==> src/rtl/mrt_pkg.sv <==
// Types, constants and operator tables shared by the mangling-rule tokenizer.
package mrt_pkg;

   localparam int NUM_OPS = 48;

   typedef enum logic [2:0] {
      PH_OP,
      PH_POS1,
      PH_POS2,
      PH_CHAR1,
      PH_CHAR2,
      PH_COMMENT,
      PH_ERR
   } phase_type;

   typedef enum logic [2:0] {
      SH_NONE,
      SH_P,
      SH_PP,
      SH_C,
      SH_CC,
      SH_PC
   } shape_type;

   localparam logic [1:0] ESC_IDLE  = 2'd0;
   localparam logic [1:0] ESC_SLASH = 2'd1;
   localparam logic [1:0] ESC_HEX0  = 2'd2;
   localparam logic [1:0] ESC_HEX1  = 2'd3;

   localparam logic [1:0] STATUS_OK       = 2'd0;
   localparam logic [1:0] STATUS_UNSUP    = 2'd1;
   localparam logic [1:0] STATUS_MALFORM  = 2'd2;
   localparam logic [1:0] STATUS_TOO_MANY = 2'd3;

   localparam logic [5:0] OP_COLON = 6'd0;
   localparam logic [5:0] OP_NONE  = 6'd48;

   localparam logic [7:0] CH_SPACE  = 8'h20;
   localparam logic [7:0] CH_TAB    = 8'h09;
   localparam logic [7:0] CH_HASH   = 8'h23;
   localparam logic [7:0] CH_BSLASH = 8'h5C;
   localparam logic [7:0] CH_X      = 8'h78;
   localparam logic [7:0] CH_T      = 8'h74;
   localparam logic [7:0] CH_R      = 8'h72;
   localparam logic [7:0] CH_N      = 8'h6E;
   localparam logic [7:0] CH_ZERO   = 8'h30;
   localparam logic [7:0] BYTE_CR   = 8'h0D;
   localparam logic [7:0] BYTE_LF   = 8'h0A;
   localparam logic [7:0] BYTE_NUL  = 8'h00;

   localparam logic [7:0] OP_BYTE [NUM_OPS] = '{
      8'h3A, 8'h6C, 8'h75, 8'h63, 8'h72, 8'h64, 8'h5B, 8'h5D,
      8'h54, 8'h74, 8'h24, 8'h5E, 8'h44, 8'h2B, 8'h2D, 8'h2E,
      8'h2C, 8'h2A, 8'h4C, 8'h52, 8'h7B, 8'h7D, 8'h6B, 8'h4B,
      8'h71, 8'h73, 8'h45, 8'h66, 8'h6F, 8'h69, 8'h4F, 8'h49,
      8'h43, 8'h70, 8'h27, 8'h78, 8'h79, 8'h59, 8'h40, 8'h7A,
      8'h5A, 8'h3C, 8'h3E, 8'h5F, 8'h21, 8'h2F, 8'h28, 8'h29
   };

   localparam shape_type OP_SHAPE [NUM_OPS] = '{
      SH_NONE, SH_NONE, SH_NONE, SH_NONE, SH_NONE, SH_NONE, SH_NONE, SH_NONE,
      SH_P,    SH_NONE, SH_C,    SH_C,    SH_P,    SH_P,    SH_P,    SH_P,
      SH_P,    SH_PP,   SH_P,    SH_P,    SH_NONE, SH_NONE, SH_NONE, SH_NONE,
      SH_NONE, SH_CC,   SH_NONE, SH_NONE, SH_PC,   SH_PC,   SH_PP,   SH_PC,
      SH_NONE, SH_P,    SH_P,    SH_PP,   SH_P,    SH_P,    SH_C,    SH_P,
      SH_P,    SH_P,    SH_P,    SH_P,    SH_C,    SH_C,    SH_C,    SH_C
   };

   typedef struct packed {
      phase_type  phase;
      logic [5:0] pending_op;
      logic [7:0] held_arg;
      logic [7:0] esc_byte;
      logic [1:0] esc_fill;
      logic [1:0] err;
   } line_state_type;

   typedef struct packed {
      logic       valid;
      logic [5:0] op;
      logic [7:0] arg_one;
      logic [7:0] arg_two;
   } token_type;

   typedef struct packed {
      logic       kind;
      logic [5:0] opcode;
      logic [7:0] arg_one;
      logic [7:0] arg_two;
      logic [1:0] status;
      logic       final_res;
   } result_type;

endpackage

==> src/rtl/mrt_feed.sv <==
// One parsing step: applies a single rule byte to the line state and yields at most one token.
module mrt_feed #(
   parameter int MAX_COMMANDS = 32,
   parameter int CNT_W        = 6
) (
   input  mrt_pkg::line_state_type st_i,
   input  logic [CNT_W-1:0]        cnt_i,
   input  logic [7:0]              byte_i,
   input  logic                    last_i,
   output mrt_pkg::line_state_type st_o,
   output logic [CNT_W-1:0]        cnt_o,
   output mrt_pkg::token_type      tok_o,
   output logic                    again_o
);

   logic               do_arg;
   logic [7:0]         arg_v;
   logic [5:0]         op_idx;
   mrt_pkg::shape_type new_shape;
   mrt_pkg::shape_type pend_shape;
   logic [4:0]         hex_hi;
   logic [4:0]         hex_lo;
   logic [7:0]         pos_v;

   function automatic logic [4:0] hex_digit(input logic [7:0] b);
      logic [4:0] d;
      d = 5'd16;
      if (b >= 8'h30 && b <= 8'h39) begin
         d = 5'(b - 8'h30);
      end else if (b >= 8'h61 && b <= 8'h66) begin
         d = 5'(b - 8'h57);
      end else if (b >= 8'h41 && b <= 8'h46) begin
         d = 5'(b - 8'h37);
      end
      return d;
   endfunction

   always_comb begin
      op_idx = mrt_pkg::OP_NONE;
      for (int k = 0; k < mrt_pkg::NUM_OPS; k++) begin
         if (byte_i == mrt_pkg::OP_BYTE[k]) begin
            op_idx = 6'(k);
         end
      end
   end

   always_comb begin
      pos_v = 8'd0;
      if (byte_i >= 8'h30 && byte_i <= 8'h39) begin
         pos_v = byte_i - 8'h30;
      end else if (byte_i >= 8'h41 && byte_i <= 8'h5A) begin
         pos_v = byte_i - 8'h37;
      end else if (byte_i >= 8'h61 && byte_i <= 8'h7A) begin
         pos_v = byte_i - 8'h57;
      end
   end

   assign hex_hi     = hex_digit(st_i.esc_byte);
   assign hex_lo     = hex_digit(byte_i);
   assign new_shape  = (op_idx < mrt_pkg::OP_NONE) ? mrt_pkg::OP_SHAPE[op_idx] : mrt_pkg::SH_NONE;
   assign pend_shape = mrt_pkg::OP_SHAPE[st_i.pending_op];

   always_comb begin
      st_o    = st_i;
      cnt_o   = cnt_i;
      tok_o   = '0;
      again_o = 1'b0;
      do_arg  = 1'b0;
      arg_v   = 8'd0;

      case (st_i.phase)
         mrt_pkg::PH_OP: begin
            if (cnt_i >= CNT_W'(MAX_COMMANDS)) begin
               st_o.err      = mrt_pkg::STATUS_TOO_MANY;
               st_o.phase    = mrt_pkg::PH_ERR;
               st_o.esc_fill = mrt_pkg::ESC_IDLE;
            end else if (byte_i == mrt_pkg::CH_SPACE || byte_i == mrt_pkg::CH_TAB) begin
               st_o.phase = mrt_pkg::PH_OP;
            end else if (byte_i == mrt_pkg::CH_HASH) begin
               st_o.phase = mrt_pkg::PH_COMMENT;
            end else if (op_idx == mrt_pkg::OP_NONE) begin
               st_o.err      = mrt_pkg::STATUS_UNSUP;
               st_o.phase    = mrt_pkg::PH_ERR;
               st_o.esc_fill = mrt_pkg::ESC_IDLE;
            end else if (op_idx == mrt_pkg::OP_COLON) begin
               st_o.phase = mrt_pkg::PH_OP;
            end else if (new_shape == mrt_pkg::SH_NONE) begin
               tok_o.valid = 1'b1;
               tok_o.op    = op_idx;
               cnt_o       = CNT_W'(cnt_i + 1'b1);
            end else begin
               st_o.pending_op = op_idx;
               if (new_shape == mrt_pkg::SH_C || new_shape == mrt_pkg::SH_CC) begin
                  st_o.phase = mrt_pkg::PH_CHAR1;
               end else begin
                  st_o.phase = mrt_pkg::PH_POS1;
               end
            end
         end
         mrt_pkg::PH_POS1, mrt_pkg::PH_POS2: begin
            do_arg = 1'b1;
            arg_v  = pos_v;
         end
         mrt_pkg::PH_CHAR1, mrt_pkg::PH_CHAR2: begin
            case (st_i.esc_fill)
               mrt_pkg::ESC_IDLE: begin
                  if (byte_i == mrt_pkg::CH_BSLASH && !last_i) begin
                     st_o.esc_fill = mrt_pkg::ESC_SLASH;
                  end else begin
                     do_arg = 1'b1;
                     arg_v  = byte_i;
                  end
               end
               mrt_pkg::ESC_SLASH: begin
                  st_o.esc_fill = mrt_pkg::ESC_IDLE;
                  if (byte_i == mrt_pkg::CH_X) begin
                     if (last_i) begin
                        do_arg = 1'b1;
                        arg_v  = mrt_pkg::CH_X;
                     end else begin
                        st_o.esc_fill = mrt_pkg::ESC_HEX0;
                     end
                  end else begin
                     do_arg = 1'b1;
                     if (byte_i == mrt_pkg::CH_T) begin
                        arg_v = mrt_pkg::CH_TAB;
                     end else if (byte_i == mrt_pkg::CH_R) begin
                        arg_v = mrt_pkg::BYTE_CR;
                     end else if (byte_i == mrt_pkg::CH_N) begin
                        arg_v = mrt_pkg::BYTE_LF;
                     end else if (byte_i == mrt_pkg::CH_ZERO) begin
                        arg_v = mrt_pkg::BYTE_NUL;
                     end else begin
                        arg_v = byte_i;
                     end
                  end
               end
               mrt_pkg::ESC_HEX0: begin
                  if (last_i) begin
                     // The line ends one byte into a hex escape: take 'x' and rerun this byte.
                     st_o.esc_fill = mrt_pkg::ESC_IDLE;
                     do_arg        = 1'b1;
                     arg_v         = mrt_pkg::CH_X;
                     again_o       = 1'b1;
                  end else begin
                     st_o.esc_byte = byte_i;
                     st_o.esc_fill = mrt_pkg::ESC_HEX1;
                  end
               end
               default: begin
                  st_o.esc_fill = mrt_pkg::ESC_IDLE;
                  if (hex_hi[4] || hex_lo[4]) begin
                     st_o.err   = mrt_pkg::STATUS_MALFORM;
                     st_o.phase = mrt_pkg::PH_ERR;
                  end else begin
                     do_arg = 1'b1;
                     arg_v  = {hex_hi[3:0], hex_lo[3:0]};
                  end
               end
            endcase
         end
         default: begin
            st_o = st_i;
         end
      endcase

      if (do_arg) begin
         if (st_i.phase == mrt_pkg::PH_POS1 && pend_shape == mrt_pkg::SH_PP) begin
            st_o.held_arg = arg_v;
            st_o.phase    = mrt_pkg::PH_POS2;
         end else if (st_i.phase == mrt_pkg::PH_POS1 && pend_shape == mrt_pkg::SH_PC) begin
            st_o.held_arg = arg_v;
            st_o.phase    = mrt_pkg::PH_CHAR2;
         end else if (st_i.phase == mrt_pkg::PH_CHAR1 && pend_shape == mrt_pkg::SH_CC) begin
            st_o.held_arg = arg_v;
            st_o.phase    = mrt_pkg::PH_CHAR2;
         end else begin
            tok_o.valid = 1'b1;
            tok_o.op    = st_i.pending_op;
            if (st_i.phase == mrt_pkg::PH_POS2 || st_i.phase == mrt_pkg::PH_CHAR2) begin
               tok_o.arg_one = st_i.held_arg;
               tok_o.arg_two = arg_v;
            end else begin
               tok_o.arg_one = arg_v;
               tok_o.arg_two = 8'd0;
            end
            cnt_o      = CNT_W'(cnt_i + 1'b1);
            st_o.phase = mrt_pkg::PH_OP;
         end
      end
   end

endmodule

==> src/rtl/mangling_rule_tokenizer.sv <==
// Top level of the mangling-rule tokenizer: line state, parsing steps and result staging.
//
//   Channel   Direction  Payload
//   req_      in         rule_byte, line_end
//   rsp_      out        kind, opcode, arg_one, arg_two, status, final_res
//
// One byte is taken per cycle while not stalled; its first result is registered next cycle.
// A byte with two results occupies the spare result slot; the next byte waits until it empties.
// Without stalls, one byte per cycle: the parse before the result register is combinational.
// Synchronous reset returns the line state to an empty line and empties both result slots.
// req_stall is raised while the spare slot is full or the result register is held by rsp_stall.
module mangling_rule_tokenizer #(
   parameter int MAX_COMMANDS = 32
) (
   input  logic       clock,
   input  logic       reset,
   input  logic       req_valid,
   output logic       req_stall,
   input  logic [7:0] req_rule_byte,
   input  logic       req_line_end,
   output logic       rsp_valid,
   input  logic       rsp_stall,
   output logic       rsp_kind,
   output logic [5:0] rsp_opcode,
   output logic [7:0] rsp_arg_one,
   output logic [7:0] rsp_arg_two,
   output logic [1:0] rsp_status,
   output logic       rsp_final_res
);

   localparam int CNT_W = $clog2(MAX_COMMANDS + 1);

   mrt_pkg::line_state_type st_ff, st_in;
   logic [CNT_W-1:0]        cnt_ff, cnt_in;
   mrt_pkg::result_type     out_ff, out_in;
   logic                    out_v_ff, out_v_in;
   mrt_pkg::result_type     extra_ff, extra_in;
   logic                    extra_v_ff, extra_v_in;

   mrt_pkg::line_state_type st_a, st_b, st_fin;
   logic [CNT_W-1:0]        cnt_a, cnt_b, cnt_fin;
   mrt_pkg::token_type      tok_a, tok_b, tok_b_eff, tok_first, tok_second;
   logic                    again_a, again_b;
   logic [1:0]              ntok;
   logic [1:0]              err_line;
   mrt_pkg::result_type     res0, res1, stat_res;
   logic [1:0]              nres;
   logic                    accept, drain;

   mrt_feed #(.MAX_COMMANDS(MAX_COMMANDS), .CNT_W(CNT_W)) u_feed_a (
      .st_i    (st_ff),
      .cnt_i   (cnt_ff),
      .byte_i  (req_rule_byte),
      .last_i  (req_line_end),
      .st_o    (st_a),
      .cnt_o   (cnt_a),
      .tok_o   (tok_a),
      .again_o (again_a)
   );

   mrt_feed #(.MAX_COMMANDS(MAX_COMMANDS), .CNT_W(CNT_W)) u_feed_b (
      .st_i    (st_a),
      .cnt_i   (cnt_a),
      .byte_i  (req_rule_byte),
      .last_i  (1'b1),
      .st_o    (st_b),
      .cnt_o   (cnt_b),
      .tok_o   (tok_b),
      .again_o (again_b)
   );

   assign req_stall = extra_v_ff || (out_v_ff && rsp_stall);
   assign accept    = req_valid && !req_stall;
   assign drain     = out_v_ff && !rsp_stall;

   always_comb begin
      tok_b_eff  = (again_a && !again_b) ? tok_b : '0;
      st_fin     = again_a ? st_b : st_a;
      cnt_fin    = again_a ? cnt_b : cnt_a;
      ntok       = 2'(tok_a.valid) + 2'(tok_b_eff.valid);
      tok_first  = tok_a.valid ? tok_a : tok_b_eff;
      tok_second = tok_b_eff;

      err_line = st_fin.err;
      if (err_line == mrt_pkg::STATUS_OK && st_fin.phase != mrt_pkg::PH_OP &&
          st_fin.phase != mrt_pkg::PH_COMMENT) begin
         err_line = mrt_pkg::STATUS_MALFORM;
      end

      stat_res           = '0;
      stat_res.kind      = 1'b1;
      stat_res.status    = err_line;
      stat_res.final_res = 1'b1;

      res0         = '0;
      res0.opcode  = tok_first.op;
      res0.arg_one = tok_first.arg_one;
      res0.arg_two = tok_first.arg_two;
      res1         = '0;
      res1.opcode  = tok_second.op;
      res1.arg_one = tok_second.arg_one;
      res1.arg_two = tok_second.arg_two;
      nres         = ntok;

      if (!req_line_end) begin
         if (st_fin.err != mrt_pkg::STATUS_OK) begin
            nres = 2'd0;
         end
      end else if (err_line != mrt_pkg::STATUS_OK) begin
         res0 = stat_res;
         nres = 2'd1;
      end else if (ntok == 2'd2) begin
         res1.final_res = 1'b1;
      end else if (ntok == 2'd1) begin
         res1 = stat_res;
         nres = 2'd2;
      end else begin
         res0 = stat_res;
         nres = 2'd1;
      end

      st_in      = st_ff;
      cnt_in     = cnt_ff;
      out_in     = out_ff;
      out_v_in   = out_v_ff;
      extra_in   = extra_ff;
      extra_v_in = extra_v_ff;

      if (accept) begin
         if (req_line_end) begin
            st_in  = '{phase: mrt_pkg::PH_OP, default: '0};
            cnt_in = '0;
         end else begin
            st_in  = st_fin;
            cnt_in = cnt_fin;
         end
         out_in     = res0;
         out_v_in   = (nres != 2'd0);
         extra_in   = res1;
         extra_v_in = (nres == 2'd2);
      end else if (drain) begin
         out_in     = extra_ff;
         out_v_in   = extra_v_ff;
         extra_v_in = 1'b0;
      end
   end

   always_ff @(posedge clock) begin
      if (reset) begin
         st_ff      <= '{phase: mrt_pkg::PH_OP, default: '0};
         cnt_ff     <= '0;
         out_v_ff   <= 1'b0;
         extra_v_ff <= 1'b0;
      end else begin
         st_ff      <= st_in;
         cnt_ff     <= cnt_in;
         out_v_ff   <= out_v_in;
         extra_v_ff <= extra_v_in;
      end
      out_ff   <= out_in;
      extra_ff <= extra_in;
   end

   assign rsp_valid     = out_v_ff;
   assign rsp_kind      = out_ff.kind;
   assign rsp_opcode    = out_ff.opcode;
   assign rsp_arg_one   = out_ff.arg_one;
   assign rsp_arg_two   = out_ff.arg_two;
   assign rsp_status    = out_ff.status;
   assign rsp_final_res = out_ff.final_res;

endmodule

==> config.mk <==
export PLATFORM = sky130hd
export DESIGN_NAME = mangling_rule_tokenizer
export DESIGN_NICKNAME = d
export VERILOG_FILES = /design/src/rtl/mrt_pkg.sv /design/src/rtl/mrt_feed.sv /design/src/rtl/mangling_rule_tokenizer.sv
export SDC_FILE = /design/constraint.sdc
export NUM_CORES = 1
export LEC_CHECK = 0
export BUFFER_PORTS_ARGS = -buffer_cell sky130_fd_sc_hd__buf_2
export CAP_MARGIN = 0
export CORE_MARGIN = 3
export CORE_UTILIZATION = 35
export CTS_CLUSTER_DIAMETER = 120
export DETAILED_ROUTE_END_ITERATION = 12
export SLEW_MARGIN = 20
export SYNTH_ARGS = -nofsm -noshare
export SYNTH_HDL_FRONTEND = slang
export SYNTH_SLANG_ARGS = --single-unit
==> constraint.sdc <==
create_clock -name clock -period 17.5 [get_ports clock]
set_input_delay 0.875 -clock clock [delete_from_list [all_inputs] [get_ports clock]]
set_output_delay 0.875 -clock clock [all_outputs]
set_load 0.02 [all_outputs]
Word-level counts from Yosys, hierarchy flattened
Memory sizes are Yosys's and may differ from the RTL's. Cells that the tools add are included. W data, S select, Z words.

Bitwise logic cells: 5. Multiplexer cells: 232. Eq/ne operators: 79. Reduce and logical (&&, ||, !) cells: 56. Add/sub/neg operators: 12. Magnitude comparators: 26.

Operators by type and width (count): $mux W6 (84); $eq A8 B7 Y1 const B (36); $mux W23 (9); $mux W8 (23); $mux W26 (7); $eq A8 B6 Y1 const B (17); $mux W3 (29); $mux W7 (10); $le A8 B7 Y1 const B (8); $mux W29 (2); $mux W25 (2); $ge A8 B7 Y1 const B (6); $pmux W8 S3 (2); $mux W5 (9); $mux W16 (2); $mux W2 (16); $mux W4 (8); $pmux W8 S2 (2); $sub A5 B5 Y5 const B (6); $ge A8 B6 Y1 const B (3); $le A8 B6 Y1 const B (3); $logic_and A1 B1 Y1 (24); $mux W24 (1); $mux W22 (1); 34 further kinds (100).

Output and inout port bits: 28. Memories kept: 3. Memory bits (read-only): 576. Input bits: 13. Bits in registers: 89. Word-level logic and storage cells: 434.

Memories: (no name shown) (depth 64, bits a word 3, read ports 1, clocked after Yosys merged registers in 0, write ports 0, RTL line mrt_feed.sv:60) `assign new_shape = (op_idx < mrt_pkg::OP_NONE) ? mrt_pkg::OP_SHAPE[op_idx] : mrt_pkg::SH_NONE;`; (no name shown) (depth 64, bits a word 3, read ports 1, clocked after Yosys merged registers in 0, write ports 0, RTL line mrt_feed.sv:61) `assign pend_shape = mrt_pkg::OP_SHAPE[st_i.pending_op];`; (no name shown) (depth 64, bits a word 3, read ports 1, clocked after Yosys merged registers in 0, write ports 0, RTL line mrt_feed.sv:61).

Logic depth before layout (Yosys ltp)
Gate-level depths: netlist of run 1.

Depth in word-level cells: 84. Depth in mapped cells: 48. Depth with buffers taken out: 44.

Cells and area by module
From an unflattened synthesis of run 1, not the netlist that was laid out.

Cell total of the unflattened synthesis: 1616. Area total of the unflattened synthesis: 12334.3 sq um.

By module, submodules not included: mangling_rule_tokenizer (instances 1, cells each 413, sequential area each 2302.2 sq um, area an instance 4297.9 sq um); mrt_feed at u_feed_b (instances 1, cells each 613, sequential area each 0.0 sq um, area an instance 4181.5 sq um); mrt_feed at u_feed_a (instances 1, cells each 590, sequential area each 0.0 sq um, area an instance 3854.9 sq um).

Worst setup path after synthesis of run 1
No wires, ideal clock.

Path type: in2reg. Start: input req_rule_byte[0]. End: register out_ff (netlist bit rsp_arg_one[3]) (data pin). Path buffers: 4. Stages: 44. Setup slack: 9292 ps. Library setup time: 163 ps. Required time: 17337 ps. Arrival: 8046 ps. Cells stage by stage: clkbuf_1 > inv_1 > ha_1 > clkbuf_1 > a31oi_1 > a21oi_1 > o21ai_0 > a22o_1 > a221o_1 > o211ai_1 > a32o_1 > a31oi_1 > o22ai_1 > nand3b_1 > a22o_1 > inv_1 > ha_1 > a211o_1 > [... 8 more ...] > nand2b_1 > a31oi_1 > o211ai_1 > a21oi_1 > a21oi_2 > xor2_1 > o41a_1 > o41ai_4 > nand2_1 > nand2_1 > inv_1 > ha_1 > nor2_1 > or3_1 > nor3_2 > or2_1 > nand2b_2 > o221ai_1.

RTL lines: from (decl) (RTL line mangling_rule_tokenizer.sv:19) `input logic [7:0] req_rule_byte,`; to (signal assigned) (RTL line mangling_rule_tokenizer.sv:160) `out_ff <= out_in;`; to (decl) (RTL line mangling_rule_tokenizer.sv:35) `mrt_pkg::result_type out_ff, out_in;`.

==> metrics.txt, run 1 <==
# TYPE chip_impl_metric gauge
chip_impl_metric{name="worstPathMaxFanout",unit=""} 15
chip_impl_metric{name="layout_worst_path_cycle_share",unit=""} 0.5368
chip_impl_metric{name="placed_cell_area",unit="mm²"} 0.008766
chip_impl_metric{name="place.gp.congestion",unit=""} 0.9540
chip_impl_metric{name="clk_latency",unit="ns"} 0.34
chip_impl_metric{name="worst_pin_slew",unit="ns"} 1.064
chip_impl_metric{name="crit_cells",unit=""} 41
chip_impl_info{name="critical-path-top-cell-by-count",value="sky130_fd_sc_hd__ha_1"} 1
chip_impl_info{name="critPathTopFamily",value="compound AO/OA/AOI/OAI gates"} 1
chip_impl_info{name="main_combinational_cell_family_by_area_after_synthesis",value="compound AO/OA/AOI/OAI gates"} 1
chip_impl_metric{name="drv.max_cap_violation_count",unit=""} 0
chip_impl_metric{name="die_area",unit="mm²"} 0.02601
chip_impl_metric{name="final.setup.tns",unit="ns"} 0
chip_impl_metric{name="grt_max_degree",unit=""} 49
chip_impl_metric{name="ctsHtreeMaxLevel",unit=""} 3
chip_impl_metric{name="synth_adder_area_share",unit=""} 0.05338
chip_impl_metric{name="global_route.usage.met3",unit=""} 0.03385
chip_impl_metric{name="yosysWarnings",unit=""} 0
chip_impl_metric{name="drc",unit=""} 0
chip_impl_info{name="tritoncts",value="done"} 1
chip_impl_metric{name="cts_repair_resize_count",unit=""} 0
chip_impl_metric{name="numPortBuffers",unit=""} 40
chip_impl_metric{name="num_antenna_cells",unit=""} 0
chip_impl_metric{name="synth_area_per_cell",unit="µm²"} 7.784
chip_impl_info{name="grt_setup_unrepaired",value="no"} 1
chip_impl_metric{name="post-route-cell-area",unit="mm²"} 0.009074
chip_impl_metric{name="synthArstFlopShare",unit=""} 0
chip_impl_info{name="yosysMostFrequentCell",value="sky130_fd_sc_hd__nand2_1"} 1
chip_impl_metric{name="grt.met1_usage",unit=""} 0.2782
chip_impl_info{name="netlist_top_cells_count",value="124 x sky130_fd_sc_hd__nand2_1, 114 x sky130_fd_sc_hd__nor2_1, 72 x sky130_fd_sc_hd__a21oi_1"} 1
chip_impl_metric{name="synth_enable_flop_cells",unit=""} 52
chip_impl_metric{name="slew_headroom",unit=""} 0.2849
chip_impl_info{name="synthDominantAreaCellType",value="sky130_fd_sc_hd__edfxtp_1"} 1
chip_impl_metric{name="post_synth_num_cell_types",unit=""} 105
chip_impl_metric{name="worstPathArrival",unit="ns"} 9.57
chip_impl_metric{name="r2r.worst_path.cells",unit=""} 27
chip_impl_metric{name="peakVddDrop",unit="mV"} 0.04669
chip_impl_metric{name="hold_violations",unit=""} 0
chip_impl_metric{name="layout-drive-gt1-share",unit=""} 0.1047
chip_impl_metric{name="synth_xor_xnor_area_share",unit=""} 0.01557
chip_impl_metric{name="placeableCoreArea",unit="mm²"} 0.02361
chip_impl_metric{name="ctsLongestPathBuffers",unit=""} 2
chip_impl_metric{name="powerDensity",unit="mW/mm²"} 69.25
chip_impl_metric{name="drt-pass1-iter-count",unit=""} 5
chip_impl_metric{name="global_route.usage.met2",unit=""} 0.3254
chip_impl_metric{name="mux_share_of_post_synthesis_cell_area",unit=""} 0.02699
chip_impl_metric{name="cts.reportedPaths.clkPinSlew",unit="ns"} 0.06
chip_impl_info{name="critical_path.reg2reg.endpoint",value="rsp_arg_one[3]$_DFFE_PP_"} 1
chip_impl_info{name="startpoint",value="req_rule_byte[0]"} 1
chip_impl_metric{name="post-layout-total-power",unit="µW"} 628.3
chip_impl_metric{name="area_growth_syn_to_layout",unit="%"} 7.533
chip_impl_info{name="run_status",value="finished clean"} 1
chip_impl_info{name="dominant_register_cell_in_the_synthesized_netlist",value="sky130_fd_sc_hd__edfxtp_1"} 1
chip_impl_metric{name="max_freq",unit="MHz"} 106.4
chip_impl_metric{name="grt_pass1_wl",unit="mm"} 42.63
chip_impl_metric{name="synth_cells",unit=""} 1084
chip_impl_metric{name="yosysTopAreaCellShare",unit=""} 0.1851
chip_impl_metric{name="die-height",unit="µm"} 161.3
chip_impl_info{name="gr-max-usage-layer",value="met2"} 1
chip_impl_metric{name="floorplan.initialDensity",unit=""} 0.3574
chip_impl_metric{name="crit_path_max_incr_delay",unit="ns"} 0.60
chip_impl_metric{name="synth-compound-area-share",unit=""} 0.2994
chip_impl_metric{name="route.detailed.wl_per_inst",unit="µm"} 19.43
chip_impl_metric{name="leakage",unit="nW"} 3.234
chip_impl_metric{name="dieWidth",unit="µm"} 161.3
chip_impl_info{name="cp-start-kind",value="primary input"} 1
chip_impl_metric{name="synth-simple-area-share",unit=""} 0.2762
chip_impl_metric{name="via_per_inst",unit=""} 5.979
chip_impl_info{name="path_class",value="primary input to flop"} 1
chip_impl_metric{name="worstPathRequired",unit="ns"} 17.68
chip_impl_metric{name="initial_antenna_violation_count",unit=""} 0
chip_impl_info{name="synth_area_leaders",value="sky130_fd_sc_hd__edfxtp_1 19%, sky130_fd_sc_hd__dfxtp_1 8.8%, sky130_fd_sc_hd__nand2_1 5.5%, sky130_fd_sc_hd__ha_1 5.3%, sky130_fd_sc_hd__nor2_1 5.1%"} 1
chip_impl_metric{name="final-max-slew-violation-count",unit=""} 0
chip_impl_info{name="r2r-start",value="st_ff[28]$_SDFFE_PP0P_"} 1
chip_impl_metric{name="tritoncts_num_sinks",unit=""} 89
chip_impl_metric{name="ios",unit=""} 41
chip_impl_metric{name="finalCoreUtilization",unit=""} 0.3843
chip_impl_metric{name="via_count",unit=""} 8359
chip_impl_metric{name="critical_path.n_buffers_inverters",unit=""} 4
chip_impl_metric{name="reg2reg_slack",unit="ns"} 11.26
chip_impl_metric{name="number_of_buffers_inserted_by_post_cts_setup_repair",unit=""} 0
chip_impl_metric{name="drt_first_iter_violations",unit=""} 922
chip_impl_info{name="crit_path_end",value="rsp_arg_one[3]$_DFFE_PP_"} 1
chip_impl_metric{name="postRouteWirelength",unit="mm"} 27.16
chip_impl_metric{name="number_of_nets_with_antenna_violations_after_detailed_routing",unit=""} 0
chip_impl_metric{name="fill_cells",unit=""} 2482
chip_impl_metric{name="numnets_final",unit=""} 1123
chip_impl_info{name="crit_slowest_cell",value="sky130_fd_sc_hd__ha_1"} 1
chip_impl_info{name="critical_path_end_type",value="flop"} 1
chip_impl_metric{name="multi_input_comb_area",unit="mm²"} 0.005692
chip_impl_metric{name="synth.ff_latch_count",unit=""} 89
chip_impl_info{name="root_buffer",value="sky130_fd_sc_hd__clkbuf_16"} 1
chip_impl_metric{name="synth_seq_area_share",unit=""} 0.2728
chip_impl_metric{name="worst_skew",unit="ns"} 0.008016
chip_impl_metric{name="grt_pass1_vias",unit=""} 7622
chip_impl_metric{name="all_layer_gr_usage",unit=""} 0.2014
chip_impl_metric{name="core.rowCount",unit=""} 56
chip_impl_metric{name="setup_viol",unit=""} 0
chip_impl_metric{name="area.sequential",unit="mm²"} 0.002302
chip_impl_metric{name="layout_min_cycle_time",unit="ns"} 9.394
chip_impl_metric{name="postCtsHoldBufs",unit=""} 0
chip_impl_metric{name="cell_area_after_synthesis",unit="mm²"} 0.008438
chip_impl_info{name="holdCritPathClass",value="flop to flop"} 1
chip_impl_metric{name="global_route.overflow_total",unit=""} 0
chip_impl_metric{name="hpwlAfterDp",unit="mm"} 19.65
chip_impl_metric{name="numCtsBuffers",unit=""} 9
tightest hold or removal path, cell delays in order (launching register included):
cell and delay (ns):
sky130_fd_sc_hd__dfxtp_1 0.31, sky130_fd_sc_hd__nand2_1 0.06, sky130_fd_sc_hd__a21oi_1 0.05
layout make-up:
cell class	instances	share of cell area
Multi-Input combinational cell	893	0.6273
Sequential cell	89	0.2537
Tap cell	319	0.04399
Clock buffer	12	0.02827
Timing Repair Buffer	45	0.02620
Inverter	36	0.01489
Clock inverter	4	0.005654
power breakdown:
group	switching, mW	internal [mW]
Sequential	0.00513	0.235
Combinational	0.132	0.0562
Clock	0.0808	0.119
cells by family (layout without fill, tap and decap cells):
group           Yosys count  after routing
xor+xnor                 15             15
buf+inv                 107             97
compound gates          363            363
fa+ha+maj                36             36
simple gates            451            451
mux                      22             22
other cells               1              6
flops                    89             89
flip-flops by register name, indices dropped and copies added (netlist names):
register	count
rsp_valid	1
extra_ff	26
rsp_arg_one	8
st_ff	29
rsp_opcode	6
rsp_final_res	1
rsp_status	2
cnt_ff	6
rsp_kind	1
extra_v_ff	1
rsp_arg_two	8
layer usage:
layer	vias up	wire length, µm
met2	315	12790
li1	4039	-
met4	0	623
met3	58	1542
met1	3947	12210
met5	-	0
through the flow:
step	cells	hold slack, ns	worst slack (ns)
floorplan	1089	0.4367	9.292
global placement	1382	0.4445	8.018
global route	1398	0.4910	7.253
finish	1398	0.4652	8.106
CTS	1398	0.4665	8.214
detailed placement	1382	0.4576	7.871
placed cells by master, fill, tap and decap left out, types with 8 or more instances in the layout:
cell type,n
sky130_fd_sc_hd__o22ai_1,19
sky130_fd_sc_hd__a22oi_1,41
sky130_fd_sc_hd__ha_1,36
sky130_fd_sc_hd__and3_1,9
sky130_fd_sc_hd__dfxtp_1,37
sky130_fd_sc_hd__o31ai_1,17
sky130_fd_sc_hd__a21o_1,9
sky130_fd_sc_hd__clkbuf_16,9
sky130_fd_sc_hd__a21oi_1,72
sky130_fd_sc_hd__nand2b_1,21
sky130_fd_sc_hd__mux2i_1,16
sky130_fd_sc_hd__nand3b_1,9
sky130_fd_sc_hd__buf_2,40
sky130_fd_sc_hd__nand2_1,123
sky130_fd_sc_hd__inv_1,32
sky130_fd_sc_hd__a31oi_1,17
sky130_fd_sc_hd__nor3_1,35
sky130_fd_sc_hd__nor4_1,8
sky130_fd_sc_hd__o21ai_0,65
sky130_fd_sc_hd__nand3_1,26
sky130_fd_sc_hd__and2_1,18
sky130_fd_sc_hd__nor2_1,114
sky130_fd_sc_hd__nor2b_1,17
sky130_fd_sc_hd__or3_1,9
sky130_fd_sc_hd__xnor2_1,12
sky130_fd_sc_hd__edfxtp_1,52
sky130_fd_sc_hd__o21ai_1,16
worst min path at each step:
| stage | from | end | cells past startpoint |
|---|---|---|---|
| after global placement | st_ff[12]$_SDFFE_PP0P_ | st_ff[12]$_SDFFE_PP0P_ | 2 |
| after detailed placement | st_ff[12]$_SDFFE_PP0P_ | st_ff[12]$_SDFFE_PP0P_ | 2 |
| final | st_ff[12]$_SDFFE_PP0P_ | st_ff[12]$_SDFFE_PP0P_ | 2 |
| after floorplan | st_ff[12]$_SDFFE_PP0P_ | st_ff[12]$_SDFFE_PP0P_ | 2 |
| after global routing | st_ff[12]$_SDFFE_PP0P_ | st_ff[12]$_SDFFE_PP0P_ | 2 |
| after CTS | st_ff[12]$_SDFFE_PP0P_ | st_ff[12]$_SDFFE_PP0P_ | 2 |
Note: power is estimated with default switching activity, not from simulation.
==> run 2, diff against run 1 <==
==> constraint.sdc (replaced) <==
create_clock -name clock -period 8.9 [get_ports clock]
set_input_delay 0.445 -clock clock [delete_from_list [all_inputs] [get_ports clock]]
set_output_delay 0.445 -clock clock [all_outputs]
set_load 0.02 [all_outputs]
==> run 2 against run 1 <==
Hold slack got worse by 0.041 ns. Global-route usage increased by 0.92 points. Sequential share of layout area fell by 0.42 points. Clock-buffer cell count shrank 3. Power is 97% higher. Clock skew up 0.0030 ns. Largest cell class unchanged. Largest power group unchanged.
==> metrics.txt, run 2 (same netlist as run 1, synthesis figures left out) <==
# TYPE chip_impl_metric gauge
chip_impl_metric{name="clk_latency",unit="ns"} 0.35
chip_impl_metric{name="largest_register_ffs",unit=""} 29
chip_impl_metric{name="powerDensity",unit="mW/mm²"} 134.5
chip_impl_metric{name="core.rowCount",unit=""} 56
chip_impl_metric{name="max_freq",unit="MHz"} 122.1
chip_impl_info{name="biggestRegsByFlops",value="st_ff (29), extra_ff (26)"} 1
chip_impl_metric{name="initial_antenna_violation_count",unit=""} 0
chip_impl_info{name="mostFrequentLayoutCells",value="123 x sky130_fd_sc_hd__nand2_1, 114 x sky130_fd_sc_hd__nor2_1, 72 x sky130_fd_sc_hd__a21oi_1, 65 x sky130_fd_sc_hd__o21ai_0, 52 x sky130_fd_sc_hd__edfxtp_1"} 1
chip_impl_info{name="holdCritPathClass",value="primary input to flop"} 1
chip_impl_metric{name="worstPathArrival",unit="ns"} 8.38
chip_impl_metric{name="fin_ws",unit="ns"} 0.7092
chip_impl_metric{name="numPortBuffers",unit=""} 40
chip_impl_metric{name="final-max-slew-violation-count",unit=""} 0
chip_impl_metric{name="cts_repair_resize_count",unit=""} 0
chip_impl_metric{name="final.setup.tns",unit="ns"} 0
chip_impl_metric{name="hpwlAfterDp",unit="mm"} 20.73
chip_impl_metric{name="ctsLongestPathBuffers",unit=""} 2
chip_impl_metric{name="numnets_final",unit=""} 1144
chip_impl_metric{name="hold_depth",unit=""} 3
chip_impl_metric{name="area_growth_syn_to_layout",unit="%"} 9.342
chip_impl_metric{name="crit_cells",unit=""} 44
chip_impl_metric{name="worst_skew",unit="ns"} 0.01106
chip_impl_metric{name="die-height",unit="µm"} 161.3
chip_impl_metric{name="slew_headroom",unit=""} 0.3460
chip_impl_metric{name="place.gp.congestion",unit=""} 0.9692
chip_impl_metric{name="drt_first_iter_violations",unit=""} 933
chip_impl_metric{name="via_count",unit=""} 8644
chip_impl_metric{name="layout-drive-gt1-share",unit=""} 0.1236
chip_impl_metric{name="die_area",unit="mm²"} 0.02601
chip_impl_metric{name="postRouteWirelength",unit="mm"} 27.96
chip_impl_metric{name="ios",unit=""} 41
chip_impl_metric{name="grt_pass1_vias",unit=""} 8070
chip_impl_info{name="root_buffer",value="sky130_fd_sc_hd__clkbuf_16"} 1
chip_impl_info{name="grt_setup_unrepaired",value="no"} 1
chip_impl_metric{name="cts.reportedPaths.clkPinSlew",unit="ns"} 0.07
chip_impl_metric{name="setup_viol",unit=""} 0
chip_impl_metric{name="floorplan.initialDensity",unit=""} 0.3574
chip_impl_metric{name="crit_path_max_incr_delay",unit="ns"} 0.44
chip_impl_metric{name="ctsHtreeMaxLevel",unit=""} 3
chip_impl_metric{name="drv.max_cap_violation_count",unit=""} 0
chip_impl_metric{name="critical_path.n_buffers_inverters",unit=""} 5
chip_impl_metric{name="hold_violations",unit=""} 0
chip_impl_metric{name="fill_cells",unit=""} 2421
chip_impl_info{name="critPathTopFamily",value="compound AO/OA/AOI/OAI gates"} 1
chip_impl_metric{name="drt-pass1-iter-count",unit=""} 5
chip_impl_info{name="regMostFlops",value="st_ff"} 1
chip_impl_info{name="cp-start-kind",value="primary input"} 1
chip_impl_metric{name="layout_worst_path_cycle_share",unit=""} 0.9203
chip_impl_metric{name="worstPathRequired",unit="ns"} 9.09
chip_impl_metric{name="route.detailed.wl_per_inst",unit="µm"} 19.70
chip_impl_metric{name="grt_pass1_wl",unit="mm"} 44.53
chip_impl_metric{name="worstPathMaxFanout",unit=""} 15
chip_impl_info{name="path_class",value="primary input to flop"} 1
chip_impl_metric{name="r2r.worst_path.cells",unit=""} 27
chip_impl_metric{name="worst_pin_slew",unit="ns"} 0.9773
chip_impl_info{name="crit_slowest_cell",value="sky130_fd_sc_hd__or3b_1"} 1
chip_impl_metric{name="global_route.overflow_total",unit=""} 0
chip_impl_info{name="layout_commonest_cell",value="sky130_fd_sc_hd__nand2_1"} 1
chip_impl_metric{name="numCtsBuffers",unit=""} 9
chip_impl_metric{name="drc",unit=""} 0
chip_impl_metric{name="grt_max_degree",unit=""} 49
chip_impl_metric{name="postCtsHoldBufs",unit=""} 0
chip_impl_metric{name="post-place-ws",unit="ns"} 0.4847
chip_impl_metric{name="timing.hold.ws",unit="ns"} 0.4239
chip_impl_metric{name="num_antenna_cells",unit=""} 0
chip_impl_metric{name="all_layer_gr_usage",unit=""} 0.2106
chip_impl_info{name="run_status",value="finished clean"} 1
chip_impl_metric{name="placeableCoreArea",unit="mm²"} 0.02361
chip_impl_info{name="critical_path_end_type",value="flop"} 1
chip_impl_metric{name="dieWidth",unit="µm"} 161.3
chip_impl_metric{name="via_per_inst",unit=""} 6.092
chip_impl_metric{name="tritoncts_num_sinks",unit=""} 89
chip_impl_info{name="tritoncts",value="done"} 1
chip_impl_metric{name="layout_min_cycle_time",unit="ns"} 8.191
chip_impl_metric{name="number_of_nets_with_antenna_violations_after_detailed_routing",unit=""} 0
chip_impl_metric{name="peakVddDrop",unit="mV"} 0.09065
chip_impl_metric{name="number_of_buffers_inserted_by_post_cts_setup_repair",unit=""} 0
chip_impl_metric{name="leakage",unit="nW"} 3.328
run 2: cell count changes in the layout (fill, tap and decap cells not counted), moves of 2 or more:
cell / change
sky130_fd_sc_hd__clkinv_4: -2
sky130_fd_sc_hd__clkbuf_8: -2
sky130_fd_sc_hd__clkinvlp_4: +3
sky130_fd_sc_hd__buf_4: +21
run 2: worst paths after layout:
kind | endpoint | slack [ns] | from
worst max-delay path | rsp_arg_one[3]$_DFFE_PP_ | 0.71 | req_rule_byte[0]
worst min-delay path | rsp_valid$_SDFFE_PP0P_ | 0.42 | rsp_stall
worst max register to register | rsp_arg_one[3]$_DFFE_PP_ | 2.92 | st_ff[27]$_SDFFE_PP0P_
worst min register to register | st_ff[12]$_SDFFE_PP0P_ | 0.46 | st_ff[12]$_SDFFE_PP0P_
run 2: worst reg2reg max path, stage by stage (launching register included):
cell and delay [ns]:
sky130_fd_sc_hd__dfxtp_1 0.49, sky130_fd_sc_hd__or3_1 0.53, sky130_fd_sc_hd__nor2_1 0.38, sky130_fd_sc_hd__nand2_1 0.13
sky130_fd_sc_hd__nor2_1 0.24, sky130_fd_sc_hd__and2_1 0.21, sky130_fd_sc_hd__nor2_1 0.05, sky130_fd_sc_hd__a21oi_1 0.26
sky130_fd_sc_hd__inv_1 0.14, sky130_fd_sc_hd__ha_1 0.32, sky130_fd_sc_hd__nand2b_1 0.15, sky130_fd_sc_hd__a31oi_1 0.19
sky130_fd_sc_hd__o211ai_1 0.12, sky130_fd_sc_hd__a21oi_1 0.17, sky130_fd_sc_hd__a21oi_2 0.08, sky130_fd_sc_hd__xor2_1 0.15
sky130_fd_sc_hd__o41a_1 0.36, sky130_fd_sc_hd__o41ai_4 0.12, sky130_fd_sc_hd__nand2_1 0.12, sky130_fd_sc_hd__nand2_1 0.13
sky130_fd_sc_hd__inv_1 0.07, sky130_fd_sc_hd__ha_1 0.33, sky130_fd_sc_hd__nor2_1 0.06, sky130_fd_sc_hd__or3_1 0.31
sky130_fd_sc_hd__nor3_2 0.21, sky130_fd_sc_hd__or2_1 0.18, sky130_fd_sc_hd__nand2b_2 0.16, sky130_fd_sc_hd__o221ai_1 0.19
run 2: layout make-up:
type / instances / area [µm²] / area share
Multi-Input combinational cell: 893 / 5692 / 0.6169
Sequential cell: 89 / 2302 / 0.2495
Tap cell: 319 / 399.1 / 0.04326
Timing Repair Buffer: 66 / 395.4 / 0.04285
Clock buffer: 9 / 225.2 / 0.02441
Inverter: 36 / 135.1 / 0.01465
Clock inverter: 7 / 77.57 / 0.008408
run 2: per-layer routing:
layer	GRT usage	wire length (µm)	part of all wire
met1	0.2892	12380	0.44
met2	0.3378	12900	0.46
met3	0.03693	1884	0.067
met4	0.06727	787	0.028
met5	0	0	0
run 2: report_power, final:
| group | leakage (nW) | internal, mW | total [mW] | switching [mW] |
|---|---|---|---|---|
| combinational | 2.36 | 0.117 | 0.378 | 0.262 |
| clock | 0.140 | 0.220 | 0.389 | 0.169 |
| sequential | 0.826 | 0.463 | 0.474 | 0.0107 |
| total | 3.33 | 0.799 | 1.24 | 0.441 |
run 2: stage by stage:
stage | area (µm²) | total power [mW] | cells | utilization
global route | 9226 | 1.303 | 1419 | 0.3907
global placement | 8921 | 0.8542 | 1403 | 0.3778
floorplan | 8457 | 0.7488 | 1089 | -
CTS | 9224 | 1.245 | 1419 | 0.3906
detailed placement | 8921 | 0.8552 | 1403 | 0.3778
finish | 9226 | 1.241 | 1419 | 0.3907
